File: src/sv/mmh_pkg.sv
package mmh_pkg;

	localparam int LENGTH_BITS = 32;

	localparam logic [63:0] PAIRS10 = 64'hAAAA_AAAA_AAAA_AAAA;
	localparam logic [63:0] PAIRS01 = 64'h5555_5555_5555_5555;
	localparam logic [63:0] PI_LO   = 64'h243F_6A88_85A3_08D3;
	localparam logic [63:0] PI_HI   = 64'h4528_21E6_38D0_1377;

	typedef enum logic [3:0] {
		S_IDLE,
		S_INIT_GO,
		S_INIT_WAIT,
		S_ROUND_GO,
		S_ROUND_WAIT,
		S_TAIL,
		S_FIN1_GO,
		S_FIN1_WAIT,
		S_FIN2_GO,
		S_FIN2_WAIT,
		S_EMIT
	} state_t;

	typedef enum logic [1:0] {
		MUL_INIT,
		MUL_ROUND,
		MUL_FIN1,
		MUL_FIN2
	} mul_op_t;

	typedef enum logic [2:0] {
		WB_NONE,
		WB_INIT,
		WB_ROUND,
		WB_FIN1,
		WB_EMIT
	} wb_t;

	typedef struct packed {
		logic    load;
		logic    mul_start;
		mul_op_t mul_op;
		wb_t     wb;
		logic    tail;
	} cmd_t;

	typedef struct packed {
		logic in_msg;
		logic more;
		logic mul_done;
		logic out_free;
	} status_t;

endpackage

File: src/sv/mmh_ctrl.sv
module mmh_ctrl (
	input  logic             clk,
	input  logic             arst_n,
	input  logic             in_valid,
	output logic             in_stall,
	input  mmh_pkg::status_t status,
	output mmh_pkg::cmd_t    cmd
);

	mmh_pkg::state_t state_q;
	mmh_pkg::state_t state_d;

	always_ff @(posedge clk or negedge arst_n) begin
		if (!arst_n) begin
			state_q <= mmh_pkg::S_IDLE;
		end else begin
			state_q <= state_d;
		end
	end

	always_comb begin
		state_d       = state_q;
		in_stall      = 1'b1;
		cmd.load      = 1'b0;
		cmd.mul_start = 1'b0;
		cmd.mul_op    = mmh_pkg::MUL_INIT;
		cmd.wb        = mmh_pkg::WB_NONE;
		cmd.tail      = 1'b0;
		case (state_q)
			mmh_pkg::S_IDLE: begin
				in_stall = 1'b0;
				if (in_valid) begin
					cmd.load = 1'b1;
					if (!status.in_msg) begin
						state_d = mmh_pkg::S_INIT_GO;
					end else if (status.more) begin
						state_d = mmh_pkg::S_ROUND_GO;
					end else begin
						state_d = mmh_pkg::S_TAIL;
					end
				end
			end
			mmh_pkg::S_INIT_GO: begin
				cmd.mul_start = 1'b1;
				cmd.mul_op    = mmh_pkg::MUL_INIT;
				state_d       = mmh_pkg::S_INIT_WAIT;
			end
			mmh_pkg::S_INIT_WAIT: begin
				if (status.mul_done) begin
					cmd.wb  = mmh_pkg::WB_INIT;
					state_d = status.more ? mmh_pkg::S_ROUND_GO : mmh_pkg::S_TAIL;
				end
			end
			mmh_pkg::S_ROUND_GO: begin
				cmd.mul_start = 1'b1;
				cmd.mul_op    = mmh_pkg::MUL_ROUND;
				state_d       = mmh_pkg::S_ROUND_WAIT;
			end
			mmh_pkg::S_ROUND_WAIT: begin
				if (status.mul_done) begin
					cmd.wb  = mmh_pkg::WB_ROUND;
					state_d = mmh_pkg::S_IDLE;
				end
			end
			mmh_pkg::S_TAIL: begin
				cmd.tail = 1'b1;
				state_d  = mmh_pkg::S_FIN1_GO;
			end
			mmh_pkg::S_FIN1_GO: begin
				cmd.mul_start = 1'b1;
				cmd.mul_op    = mmh_pkg::MUL_FIN1;
				state_d       = mmh_pkg::S_FIN1_WAIT;
			end
			mmh_pkg::S_FIN1_WAIT: begin
				if (status.mul_done) begin
					cmd.wb  = mmh_pkg::WB_FIN1;
					state_d = mmh_pkg::S_FIN2_GO;
				end
			end
			mmh_pkg::S_FIN2_GO: begin
				cmd.mul_start = 1'b1;
				cmd.mul_op    = mmh_pkg::MUL_FIN2;
				state_d       = mmh_pkg::S_FIN2_WAIT;
			end
			mmh_pkg::S_FIN2_WAIT: begin
				if (status.mul_done) begin
					state_d = mmh_pkg::S_EMIT;
				end
			end
			mmh_pkg::S_EMIT: begin
				cmd.mul_op = mmh_pkg::MUL_FIN2;
				if (status.out_free) begin
					cmd.wb  = mmh_pkg::WB_EMIT;
					state_d = mmh_pkg::S_IDLE;
				end
			end
			default: begin
				state_d = mmh_pkg::S_IDLE;
			end
		endcase
	end

endmodule

File: config.mk
export PLATFORM = sky130hd
export DESIGN_NAME = mmh_ctrl
export DESIGN_NICKNAME = d
export VERILOG_FILES = /design/src/sv/mmh_pkg.sv /design/src/sv/mmh_ctrl.sv
export SDC_FILE = /design/constraint.sdc
export NUM_CORES = 1
export LEC_CHECK = 0
export BUFFER_PORTS_ARGS = -buffer_cell sky130_fd_sc_hd__buf_4
export CORE_UTILIZATION = 30
export CTS_BUF_LIST = sky130_fd_sc_hd__clkbuf_16
export CTS_CLUSTER_DIAMETER = 80
export CTS_CLUSTER_SIZE = 28
export DETAILED_ROUTE_END_ITERATION = 16
export PLACE_DENSITY = 0.52
export SYNTH_ARGS = -nofsm -noshare
export SYNTH_HDL_FRONTEND = slang
export SYNTH_SLANG_ARGS = --single-unit
File: constraint.sdc
create_clock -name clk -period 3.95 [get_ports clk]
set_clock_uncertainty 0.1 [all_clocks]
set_input_delay 0.395 -clock clk [delete_from_list [all_inputs] [get_ports clk]]
set_output_delay 0.395 -clock clk [all_outputs]
set_load 0.005 [all_outputs]
# ---- After elaboration in Yosys (flattened, before gate mapping)
# Cells that the tools add are included.
dict set report word_totals {
  elab_cells 41
  regBits 4
  output_inout_bits 9
}
dict set report classes {
  n_eq_ne 16
  n_reduce_logical 4
  mux 20
}
# operator n
set ops {}
lappend ops {{4-bit case mux with 11 select lines} 1}
lappend ops {{4-bit 2-to-1 mux} 7}
lappend ops {{4-bit by 3-bit equality test with 1-bit output (second input constant)} 4}
lappend ops {{4-bit equality test (second input constant)} 3}
lappend ops {{2-bit inequality test (second input constant)} 6}
lappend ops {{3-bit case mux with 4 select lines} 1}
lappend ops {{4-bit by 2-bit equality test with 1-bit output (second input constant)} 2}
lappend ops {{1-bit 2-to-1 mux} 6}
lappend ops {{3-bit 2-to-1 mux} 2}
lappend ops {{2-bit case mux with 3 select lines} 1}
lappend ops {{6-bit AND reduction} 1}
lappend ops {{4-bit by 1-bit equality test with 1-bit output (second input constant)} 1}
lappend ops {{4-bit logical NOT} 1}
lappend ops {{2-bit 2-to-1 mux} 2}
lappend ops {{4-bit OR reduction} 1}
lappend ops {{2-bit OR reduction} 1}

# ---- Depth between registers and ports, before layout
# Gate-level depths: netlist (run 1).
dict set report logic_depth {
  word_depth 4
  depth_mapped 6
  mapped_depth_nobuf 4
}

# ---- Worst setup path after synthesis (run 1)
# No wires, ideal clock.
dict set report synth_path {
  path_kind {flip-flop to output port}
  startpoint {register state_q[0]}
  endpoint {output port cmd[4] (netlist name)}
  path_buffers 2
  required_time_ps 3455
  t_arrival_ps 1175
  slack_ps 2280
  stages_incl_launch_ff 6
  path_cell_list {dfrtp_1 clkbuf_4 clkbuf_1 nand2_1 mux2_2 nor2_1}
}
# element line
set synth_lines {}
lappend synth_lines {{from (decl)} mmh_ctrl.sv:10} ;# mmh_pkg::state_t state_q;
lappend synth_lines {{from (signal assigned)} mmh_ctrl.sv:15} ;# state_q <= mmh_pkg::S_IDLE;
lappend synth_lines {{from (signal assigned)} mmh_ctrl.sv:17} ;# state_q <= state_d;
lappend synth_lines {{to (decl)} mmh_ctrl.sv:7} ;# output mmh_pkg::cmd_t cmd

==> results of run 1 <==
stage by stage:
stage / cell area [um2] / setup WS [ps] / power, uW / instances
floorplan: 464 / 2280 / 339 / 61
global placement: 564 / 2070 / 419 / 85
detailed placement: 564 / 2050 / 420 / 85
CTS: 649 / 1900 / 580 / 89
global route: 649 / 1830 / 622 / 89
finish: 649 / 1910 / 576 / 89
what timing repair did:
| item | 4_1_cts | 5_1_grt |
|---|---|---|
| hold endpoints to repair | 4 | 0 |
| endpoints found under the setup margin | 0 | 0 |
| setup buffers | 0 | 0 |
| hold buffers | 1 | 0 |
layout make-up:
| class | instances | area (um2) | share of cell area |
|---|---|---|---|
| inverters | 5 | 18.8 | 0.0289 |
| clock buffers | 3 | 75.1 | 0.116 |
| repair buffers | 16 | 123 | 0.189 |
| multi-input cells | 46 | 314 | 0.484 |
| well taps | 15 | 18.8 | 0.0289 |
| flip-flops and latches | 4 | 100 | 0.154 |
placed cells by master, fill, tap and decap left out, types with 2 or more instances in the layout:
cell type,Yosys,final
a21oi_1,2,2
and3_1,3,3
buf_4,1,15
clkbuf_16,0,3
dfrtp_1,4,4
inv_1,3,3
inv_2,2,2
mux2_1,3,3
nand2_1,5,5
nor2_1,8,8
nor2b_1,4,4
nor3_1,2,2
o21ai_0,4,4
report_power, final:
group          internal, uW  switching (uW)
Combinational           161             118
Clock                   129            26.9
Sequential             60.6            79.9
Total                   351             225
cell families after synthesis:
family	after synthesis	synth area share
mux	5	0.119
flops	4	0.216
buf+inv	11	0.108
xor+xnor	1	0.0189
simple gates	28	0.340
compound gates	12	0.199
Yosys cell counts (all sizes together) (2+ instances only):
library cell	n	area [um2]
o21ai	4	20.0
dfrtp	4	100
inv	5	18.8
a21oi	2	10.0
buf	2	12.5
nor2	8	30.0
mux2	4	45.0
clkbuf	4	18.8
nand2	5	18.8
nor3	2	10.0
and3	3	18.8
nor2b	4	25.0
tightest hold or removal path: cells and delay by family:
family                 cells  cell delay (ps)
buffers and inverters      1               90
AO/OA/AOI/OAI              1               60
AND/OR/NAND/NOR            2              110
routing by layer:
metal  track usage  routed length, um  vias up
li1              -                  -      242
met1         0.206                535      231
met2         0.227                511       16
met3        0.0319                 52        0
met4        0.0242                  0        0
met5             0                  0        -
worst paths after layout:
kind	start	end	slack, ps	cells past startpoint
setup / recovery	state_q[0]	cmd[0]	1910	3
hold / removal	status[0]	state_q[3]	390	4
setup reg to reg	state_q[1]	state_q[2]	2050	4
hold reg to reg	state_q[2]	state_q[3]	690	2
max in group asynchronous	arst_n	state_q[2]	3240	2
min in group asynchronous	arst_n	state_q[1]	410	2
==> flow_summary.json, run 1 <==
{
  "place_hpwl_um": 788,
  "final-max-slew-violation-count": 0,
  "clock_latency_ps": 220,
  "maxClockFrequency_mhz": 491,
  "largest_reg_flops": 4,
  "cp_slowest_stage_delay_ps": 680,
  "h-tree-depth": 1,
  "area_growth_pct": 39.9,
  "nFillCells": 144,
  "antenna_cells": 0,
  "hp-class": "primary input to register",
  "nets": 83,
  "core_mm2": 0.00137,
  "grt_pass1_vias": 366,
  "grt.overflow.total": 0,
  "crit_type": "register to output pin",
  "ys_ff_latch": 4,
  "dieArea_mm2": 0.00171,
  "cp_top_family": "flip-flops",
  "rsz0062_at_grt": "false",
  "required_ps": 3450,
  "detailedRoute.firstPassIterationCount": 5,
  "synth-seq-area-share": 0.216,
  "top_regs": "state_q: 4 flops",
  "fin_crit_ps": 2040,
  "tritoncts": "done",
  "hold_viol": 0,
  "yosys_warnings": 0,
  "cap_viol_max_count": 0,
  "setup-violations-final": 0,
  "antenna_found_initial": 0,
  "clock_tree.buffer_depth": 2,
  "outcome": "finished clean",
  "num_vias": 489,
  "fin_hold_ws_ps": 390,
  "cp_max_fo": 18,
  "worstPathArrival_ps": 1540,
  "post-route-period-util": 0.516,
  "synth_edf_count": 0,
  "io_pins": 16,
  "crit_path_end_kind": "output pin",
  "cts_root_buf": "clkbuf_16",
  "drive_above_1_share": 0.324,
  "die_x_um": 41.3,
  "crit_path_top_delay_cell": "dfrtp_1",
  "cp_cell_sequence": "nor2b_1 > and3_1 > buf_4",
  "vdd_drop_max_uv": 264,
  "wirelength_mm": 1.10,
  "syn-mean-instance-area_um2": 7.61,
  "gp_congestion": 0.674,
  "drc": 0,
  "clock_sinks": 4,
  "synth_nets": 68,
  "syn-instance-count": 61,
  "path_buf_inv": 1,
  "top_register": "state_q",
  "ys_types": 30,
  "power_density_mw_per_mm2": 887,
  "wl_per_cell_um": 12.3,
  "cts_made_buffers": 3,
  "antenna_left": 0,
  "grt_use_total": 0.145,
  "netlist_area_um2": 464,
  "grt_max_degree": 19,
  "io_buffers": 15,
  "clkTransAtPathRegs_ps": 30,
  "final_util": 0.475,
  "initial_core_util": 0.340,
  "drtIter0Drc": 7,
  "die_height_um": 41.3,
  "p_leak_uw": 0.000308,
  "worst_pin_slew_ps": 555,
  "grt_pass1_wl_mm": 1.65,
  "finalSetupTns_ps": 0,
  "startpoint_type": "register",
  "synthFlopType": "dfrtp_1",
  "post_cts_resize_count": 0,
  "slew_headroom": 0.630,
  "viasPerCell": 5.49,
  "rows": 13,
  "async_flop_share": 1.00
}
Note: power is estimated with default switching activity, not from simulation.
==> run 2: changes to the inputs <==
--- a/config.mk
+++ b/config.mk
@@ -11,7 +11,7 @@
 export CTS_CLUSTER_DIAMETER = 80
 export CTS_CLUSTER_SIZE = 28
 export DETAILED_ROUTE_END_ITERATION = 16
-export PLACE_DENSITY = 0.52
+export PLACE_DENSITY = 0.54
 export SYNTH_ARGS = -nofsm -noshare
 export SYNTH_HDL_FRONTEND = slang
 export SYNTH_SLANG_ARGS = --single-unit
==> constraint.sdc (replaced) <==
create_clock -name clk -period 1.7 [get_ports clk]
set_clock_uncertainty 0.1 [all_clocks]
set_input_delay 0.17 -clock clk [delete_from_list [all_inputs] [get_ports clk]]
set_output_delay 0.17 -clock clk [all_outputs]
set_load 0.005 [all_outputs]
==> run 2 against run 1 <==
Against the previous run:
- clock power grew 130%
- die area is the same
- global-route usage up 1.2 points
==> flow_summary.json, run 2 (synthesis results as in run 1) <==
{
  "slew_headroom": 0.762,
  "final-max-slew-violation-count": 0,
  "grt_pass1_wl_mm": 1.76,
  "worstPathArrival_ps": 1420,
  "use_met3": 0.0160,
  "top_regs": "state_q: 4 flops",
  "num_vias": 493,
  "post-route-period-util": 0.995,
  "drive_above_1_share": 0.475,
  "area_growth_pct": 56.6,
  "maxClockFrequency_mhz": 591,
  "wirelength_mm": 1.18,
  "grt_use_total": 0.158,
  "grt_max_degree": 12,
  "final_util": 0.532,
  "grt_busiest_layer": "met2",
  "antenna_cells": 0,
  "viasPerCell": 5.19,
  "clock_sinks": 4,
  "final_common_cell": "buf_4",
  "rows": 13,
  "antenna_left": 0,
  "cp_cell_sequence": "buf_4 > inv_4 > mux2_2 > nor2_1 > buf_4",
  "dieArea_mm2": 0.00171,
  "cap_viol_max_count": 0,
  "place_hpwl_um": 827,
  "rr_startpoint": "state_q[3]",
  "vdd_drop_max_uv": 764,
  "die_x_um": 41.3,
  "crit_path_top_delay_cell": "dfrtp_1",
  "startpoint_type": "register",
  "grt.met2_usage": 0.250,
  "outcome": "finished clean",
  "drtIter0Drc": 8,
  "tritoncts": "done",
  "power.total_uw": 1520,
  "fin_crit_ps": 1690,
  "critPathLaunch": "state_q[3]",
  "crit_path_end_kind": "output pin",
  "power_density_mw_per_mm2": 2090,
  "h-tree-depth": 1,
  "gp_congestion": 0.677,
  "io_buffers": 15,
  "io_pins": 16,
  "initial_core_util": 0.340,
  "dpl_worst_slack_ps": 57.9,
  "dp_cells": 90,
  "cts_made_buffers": 3,
  "layout_common_cells": "buf_4 (21), nor2_1 (7), nand2_1 (5)",
  "hold_viol": 0,
  "nets": 89,
  "largest_reg_flops": 4,
  "fin_hold_ws_ps": 160,
  "hp-class": "primary input to register",
  "cp_slowest_stage_delay_ps": 410,
  "wl_per_cell_um": 12.4,
  "final_cells": 95,
  "drc": 0,
  "die_height_um": 41.3,
  "cts_root_buf": "clkbuf_16",
  "use_met1": 0.223,
  "antenna_found_initial": 0,
  "required_ps": 1430,
  "cp_max_fo": 7,
  "top_register": "state_q",
  "grt.overflow.total": 0,
  "setup-violations-final": 0,
  "worst_pin_slew_ps": 356,
  "rsz0062_at_grt": "true",
  "core_mm2": 0.00137,
  "p_leak_uw": 0.000349,
  "clkTransAtPathRegs_ps": 30,
  "detailedRoute.firstPassIterationCount": 6,
  "clock_latency_ps": 220,
  "grt_pass1_vias": 387,
  "cp_common_cell": "buf_4",
  "fin_ws_ps": 8.89,
  "crit_type": "register to output pin",
  "hp-start": "status[0]",
  "clock_tree.buffer_depth": 2
}
-- run 2: worst max-delay path: cells and delay by family, from the launching register on --
| family | cells | cell delay [ps] |
|---|---|---|
| mux | 1 | 330 |
| buf+inv | 3 | 370 |
| simple gates | 1 | 80 |
| flops | 1 | 410 |
-- run 2: final cells by class --
cell class	instances	area, um2
well taps	15	18.8
repair buffers	22	168
multi-input cells	46	342
inverters	5	21.3
flip-flops and latches	4	103
fillers	137	639
clock buffers	3	75.1
-- run 2: per-stage QoR --
step | TNS [ps] | area (um2)
2_1_floorplan | 0 | 464
6_report | 0 | 727
5_1_grt | -175 | 727
4_1_cts | -7.87 | 702
3_3_place_gp | 0 | 602
3_5_place_dp | 0 | 602
-- run 2: where the power goes --
group	total, uW	leakage [uW]	switching (uW)	internal, uW
clock network	362	0.0000370	61.8	300
registers	233	0.0000476	84.2	149
logic	926	0.000264	428	498
total	1520	0.000349	574	947
-- run 2: path summary, 6_finish.rpt --
kind,cells after the start,slack (ps),endpoint
min reg2reg,4,680,state_q[3]
max in group asynchronous,2,1200,state_q[1]
max reg2reg,5,40,state_q[0]
max,5,9,cmd[4]
min in group asynchronous,2,190,state_q[0]
min,4,160,state_q[3]
-- run 2: repair_timing --
item	4_1_cts	5_1_grt
setup buffers	1	0
gates cloned	0	0
gates resized for setup	3	7
endpoints found under the hold margin	4	0
pin swaps	1	2
hold buffers	1	0
setup endpoints to repair	3	9
-- run 2: layer usage --
metal | up-vias | wire length, um
met2 | 11 | 582
met1 | 227 | 555
met4 | 0 | 0
met3 | 0 | 40
li1 | 255 | -
met5 | - | 0
